==> config.mk <==
export PLATFORM = sky130hd
export DESIGN_NAME = lhs_finish
export DESIGN_NICKNAME = d
export VERILOG_FILES = /design/src/rtl/lhs_pkg.sv /design/src/rtl/lhs_finish.sv
export SDC_FILE = /design/constraint.sdc
export NUM_CORES = 2
export LEC_CHECK = 0
export ABC_CLOCK_PERIOD_IN_PS = 8150
export BUFFER_PORTS_ARGS = -buffer_cell sky130_fd_sc_hd__buf_2
export CORE_MARGIN = 10
export CORE_UTILIZATION = 27
export CTS_CLUSTER_DIAMETER = 80
export CTS_CLUSTER_SIZE = 14
export DETAILED_ROUTE_END_ITERATION = 6
export GPL_TIMING_DRIVEN = 0
export PLACE_DENSITY_LB_ADDON = 0.12
export SYNTH_ARGS = -nofsm -noshare
export SYNTH_HDL_FRONTEND = slang
export SYNTH_SLANG_ARGS = --single-unit
==> constraint.sdc <==
create_clock -name clock -period 8.15 [get_ports clock]
set_input_delay 0.815 -clock clock [delete_from_list [all_inputs] [get_ports clock]]
set_output_delay 0.815 -clock clock [all_outputs]
set_load 0.05 [all_outputs]
==> src/rtl/lhs_pkg.sv <==
// shared types, constants and rounding helper for the lambertian hemisphere sample unit
package lhs_pkg;

   localparam int CMP_W    = 16;            // q2.14 component width
   localparam int FRAC_W   = 14;            // fraction bits of q2.14
   localparam int WIDE_W   = 34;            // exact vector component before normalize
   localparam int MAG_W    = 31;            // magnitude after range shift
   localparam int SUM_W    = 64;            // sum of squares
   localparam int ROOT_W   = 32;            // integer square root
   localparam int QUO_W    = 15;            // normalized magnitude, at most 2^14
   localparam int REM_W    = 46;            // dividend of the normalize divide
   localparam int PROD_W   = 32;            // q2.14 times q2.14
   localparam int DEN_W    = 50;            // dot product times 1/pi
   localparam int CSR_IDX_W = 8;
   localparam int ONE_Q14  = 1 << FRAC_W;

   // jittered up vector in q2.14, 1/pi in unsigned q0.16
   localparam int UP_X   = 56;
   localparam int UP_Y   = 16384;
   localparam int UP_Z   = 116;
   localparam int INV_PI = 20861;

   typedef logic signed [CMP_W-1:0]  q14_type;
   typedef logic signed [WIDE_W-1:0] wide_type;
   typedef q14_type [2:0]            vec_type;

   typedef enum logic [1:0] {
      CSR_DIFFUSE_GAIN,
      CSR_COLOR_RED,
      CSR_COLOR_GREEN,
      CSR_COLOR_BLUE
   } csr_idx_type;

   typedef struct packed {
      logic signed [CMP_W-1:0] normal_x;
      logic signed [CMP_W-1:0] normal_y;
      logic signed [CMP_W-1:0] normal_z;
      logic signed [CMP_W-1:0] sample_x;
      logic signed [CMP_W-1:0] sample_y;
      logic signed [CMP_W-1:0] sample_z;
   } req_type;

   typedef struct packed {
      logic signed [CMP_W-1:0] dir_x;
      logic signed [CMP_W-1:0] dir_y;
      logic signed [CMP_W-1:0] dir_z;
      logic signed [CMP_W-1:0] density;
      logic [CMP_W-1:0]        refl_red;
      logic [CMP_W-1:0]        refl_green;
      logic [CMP_W-1:0]        refl_blue;
   } rsp_type;

   // shift right rounding half away from zero, saturate to q2.14
   function automatic q14_type round_sat(input logic signed [63:0] val, input logic [5:0] sh);
      logic [63:0] mag;
      logic [63:0] half;
      logic [63:0] rnd;
      mag  = val[63] ? 64'(-val) : 64'(val);
      half = 64'd1 << (sh - 6'd1);
      rnd  = (mag + half) >> sh;
      if (!val[63]) begin
         if (rnd > 64'd32767) return 16'sh7fff;
         return q14_type'(rnd[CMP_W-1:0]);
      end
      if (rnd > 64'd32768) return 16'sh8000;
      return q14_type'(-rnd[CMP_W-1:0]);
   endfunction

endpackage

==> src/rtl/lhs_finish.sv <==
// density pipeline: dot(w, wi) scaled by 1/pi, output register
module lhs_finish (
   input  logic             clock,
   input  logic             reset,
   input  logic             in_valid,
   output logic             in_ready,
   input  lhs_pkg::vec_type in_dir,
   input  lhs_pkg::vec_type in_nrm,
   output logic             out_valid,
   input  logic             out_ready,
   output lhs_pkg::vec_type out_dir,
   output lhs_pkg::q14_type out_density
);
   import lhs_pkg::*;

   localparam int NST = 4;

   logic [NST-1:0] vld_ff;
   logic [NST-1:0] vld_src;
   logic [NST:0]   en;

   assign en[NST] = out_ready;
   for (genvar k = 0; k < NST; k++) begin : g_en
      assign en[k] = ~vld_ff[k] | en[k+1];
   end
   assign vld_src  = {vld_ff[NST-2:0], in_valid};
   assign in_ready = en[0];

   always_ff @(posedge clock) begin
      if (reset) begin
         vld_ff <= '0;
      end else begin
         for (int k = 0; k < NST; k++) begin
            if (en[k]) vld_ff[k] <= vld_src[k];
         end
      end
   end

   logic [2:0][PROD_W-1:0] f0_prod_ff;
   vec_type                f0_dir_ff;
   logic [WIDE_W-1:0]      f1_dot_ff;
   vec_type                f1_dir_ff;
   logic [DEN_W-1:0]       f2_scaled_ff;
   vec_type                f2_dir_ff;
   vec_type                f3_dir_ff;
   q14_type                f3_density_ff;

   always_ff @(posedge clock) begin
      if (en[0]) begin
         for (int i = 0; i < 3; i++) begin
            f0_prod_ff[i] <= PROD_W'($signed(in_nrm[i]) * $signed(in_dir[i]));
         end
         f0_dir_ff <= in_dir;
      end
      if (en[1]) begin
         f1_dot_ff <= WIDE_W'($signed(f0_prod_ff[0])) + WIDE_W'($signed(f0_prod_ff[1])) +
                      WIDE_W'($signed(f0_prod_ff[2]));
         f1_dir_ff <= f0_dir_ff;
      end
      if (en[2]) begin
         f2_scaled_ff <= DEN_W'($signed(f1_dot_ff)) * DEN_W'(INV_PI);
         f2_dir_ff    <= f1_dir_ff;
      end
      if (en[3]) begin
         f3_density_ff <= round_sat(64'($signed(f2_scaled_ff)), 6'd30);
         f3_dir_ff     <= f2_dir_ff;
      end
   end

   assign out_valid   = vld_ff[NST-1];
   assign out_dir     = f3_dir_ff;
   assign out_density = f3_density_ff;

   // a zero direction has zero density
   a_zero_dir: assert property (@(posedge clock) disable iff (reset)
      (out_valid && out_dir[0] == '0 && out_dir[1] == '0 && out_dir[2] == '0)
      |-> out_density == '0)
      else $error("nonzero density for zero direction");

endmodule

==> results.cfg <==
[synthesis]
seq_area_frac_synth_pct = 21.0
synth_edf_count = 388
synth_top_family_by_area = adder cells
yosysTopAreaCell = fa_1
yosys-top-cells-area = fa_1 (37%), edfxtp_1 (21%), ha_1 (10%), inv_1 (9.5%), and2_1 (4.3%)
synth_adder_area_share_pct = 47.9
yosys_register_bits = 392
synthSimpleGateAreaFrac_pct = 11.2
synth_compound_area_share_pct = 5.65
ys.flop_type = edfxtp_1
synthArstFlopShare_pct = 0
ys_warn_count = 0
synth_cell_types = 81
synthCells = 5401
synth_xor_area_share_pct = 3.57
synth.avg_cell_area_um2 = 10.4
synth.area.mux_share_pct = 0.264
netlist.area_leader.share_pct = 37.4
syn_nets = 7016
syn_area_um2 = 55900

[drt]
wl_mm = 154
vias = 36100
routedWlPerCell_um = 18.4
first_pass_iters = 7
vias_per_cell = 4.32
ant_nets = 0
drt_iter0_drc = 1569
drc = 0

[setup_path]
cp-end-kind = register
criticalPathCategory = in -> reg
startpoint_type = primary input
arrival_ns = 7.96
critPathMaxFanout = 10
crit_required_ns = 8.54

[cts]
ctsHoldBuffers = 0
clock-sinks = 392
post_cts_resized = 0
htreeDepth = 2
clk_root_buffer_cell = clkbuf_16
cts_max_path_buffers = 3
path_clk_slew_ns = 0.06
cts_tree = done
numCtsBuffers = 47
worstSkewPairLatency_ns = 0.69
postCtsSetupBuffers = 0

[final_layout]
utilization_pct = 30.0
drive_gt1_share_pct = 5.34
nets = 7237
syn_to_final_growth_pct = 10.7
fillers = 21500

[sta]
rsz0062_at_grt = false
fmax_mhz = 132
period_needed_ns = 7.56
final-max-slew-violation-count = 0
worst_slack_ns = 0.589
min_period_over_period_pct = 92.8
worst_pin_slew_ns = 1.06
hold_violations = 0
fin_worst_skew_ns = 0.0486
maxSlewHeadroom_pct = 28.6
setup_violations = 0

[hold_path]
hold_class = in -> reg

[die]
core-area_um2 = 207000
start_util_pct = 27.1
die-area_um2 = 226000
io_pins = 166
placementRows = 167
die_h_um = 475
die_w_um = 475

[placement]
place_congestion = 0.830
dp_hpwl_mm = 129
port_buffers = 165
dp_slack_ns = -0.0672

[job]
cap_viol_max_count = 0

[grt]
grt_pass1_vias = 40100
grtUsageTotal_pct = 13.9
antenna_found_initial = 10
grt_max_degree = 66
grt_pass1_wl_mm = 242
grt.overflow.total = 0

[outcome]
status = complete, no violations
placed cells by master (no fill, tap or decap), drive strengths merged, types with 70 or more instances in the layout:
cell	instances
nand2	456
a21o	77
inv	1433
edfxtp	388
clkbuf	173
fa	1046
buf	178
ha	469
xnor2	162
nor2	143
o21ai	70
a21oi	125
and2	385
critical path, cell delays in order:
cell and delay (ns):
buf_2 0.23, clkbuf_1 0.58, nand2_1 0.17, fa_1 0.54, fa_1 0.54, inv_1 0.05, fa_1 0.50, inv_1 0.07
fa_1 0.53, inv_1 0.05, fa_1 0.47, inv_1 0.05, fa_1 0.48, inv_1 0.04, ha_1 0.33, and2_1 0.18
o21ai_0 0.15, o31ai_1 0.12, o41ai_1 0.72, o2111ai_1 0.27, a2111oi_0 0.46, nor3_1 0.15, a21o_1 0.20, a21oi_1 0.17
xnor2_1 0.09
Yosys cell counts, drive strengths merged (4+ instances only):
master   instances
nor2           143
nand3           51
or3             21
dfxtp            4
nand4           19
a21o            77
mux2i           11
a41oi            8
o22ai            7
nand2b          27
nor4            12
o41ai            9
a211oi          30
a2111oi          7
a22oi            4
and3            22
ha             469
xor2            66
a211o            5
o31ai           12
nor2b           25
a221oi           4
inv           1417
o211ai           8
nor3            36
and2           385
o21ai           70
or2             18
xnor2          162
a21oi          125
or4              6
o21a            17
nand2          456
o21bai          18
and4            10
buf              6
edfxtp         388
a21boi           5
a31o            10
nor3b            5
fa            1046
clkbuf         123
a31oi           21
layout make-up:
class	instances	area (µm²)	area share [%]
Antenna cell	8	20.0	0.0323
Buffer	129	493	0.796
Clock buffer	50	1200	1.93
Clock inverter	31	377	0.608
Inverter	1417	5330	8.60
Multi-Input combinational cell	3463	38400	62.0
Sequential cell	392	11700	18.9
Tap cell	2704	3380	5.46
Timing Repair Buffer	172	1010	1.63
sequential cells by signal, indices dropped and copies added (netlist names):
name          cells
f0_prod_ff       96
f2_scaled_ff     50
f0_dir_ff        48
f1_dir_ff        48
f2_dir_ff        48
out_dir          48
f1_dot_ff        34
out_density      16
vld_ff            4
cell families after synthesis:
logic type	after synthesis
compound gates	462
mux	14
buf+inv	1546
xor+xnor	228
simple gates	1244
fa+ha+maj	1515
flops	392
final timing paths:
kind                 startpoint          endpoint  slack (ns)  cells past startpoint
hold reg to reg    f0_dir_ff[5]      f1_dir_ff[5]        0.41                      0
hold / removal            reset         vld_ff[1]        0.37                      2
setup reg to reg  f1_dot_ff[11]  f2_scaled_ff[49]        0.73                     22
setup / recovery     in_nrm[26]    f0_prod_ff[55]        0.59                     25
layer usage:
layer / part of all wire [%] / vias to the layer above / track usage [%] / wire length [µm]
met4: 1.9 / 2 / 2.67 / 2890
li1: - / 17000 / - / -
met2: 50 / 442 / 24.4 / 76400
met3: 3.2 / 122 / 1.78 / 4990
met5: 0.0045 / - / 0 / 7
met1: 45 / 18500 / 18.4 / 69700
stage by stage:
step	setup TNS (ns)	instances	hold slack [ns]	cell area, µm²
after floorplan	0	5401	0.400	55900
after global placement	-0.211	8270	0.400	60100
after detailed placement	-0.116	8277	0.405	60300
after CTS	0	8358	0.279	61900
after global routing	0	8359	0.316	61900
final	0	8366	0.368	61900
Power is not shown: default switching activity piles up to over one toggle a cycle in this logic, so the estimate is an artifact.
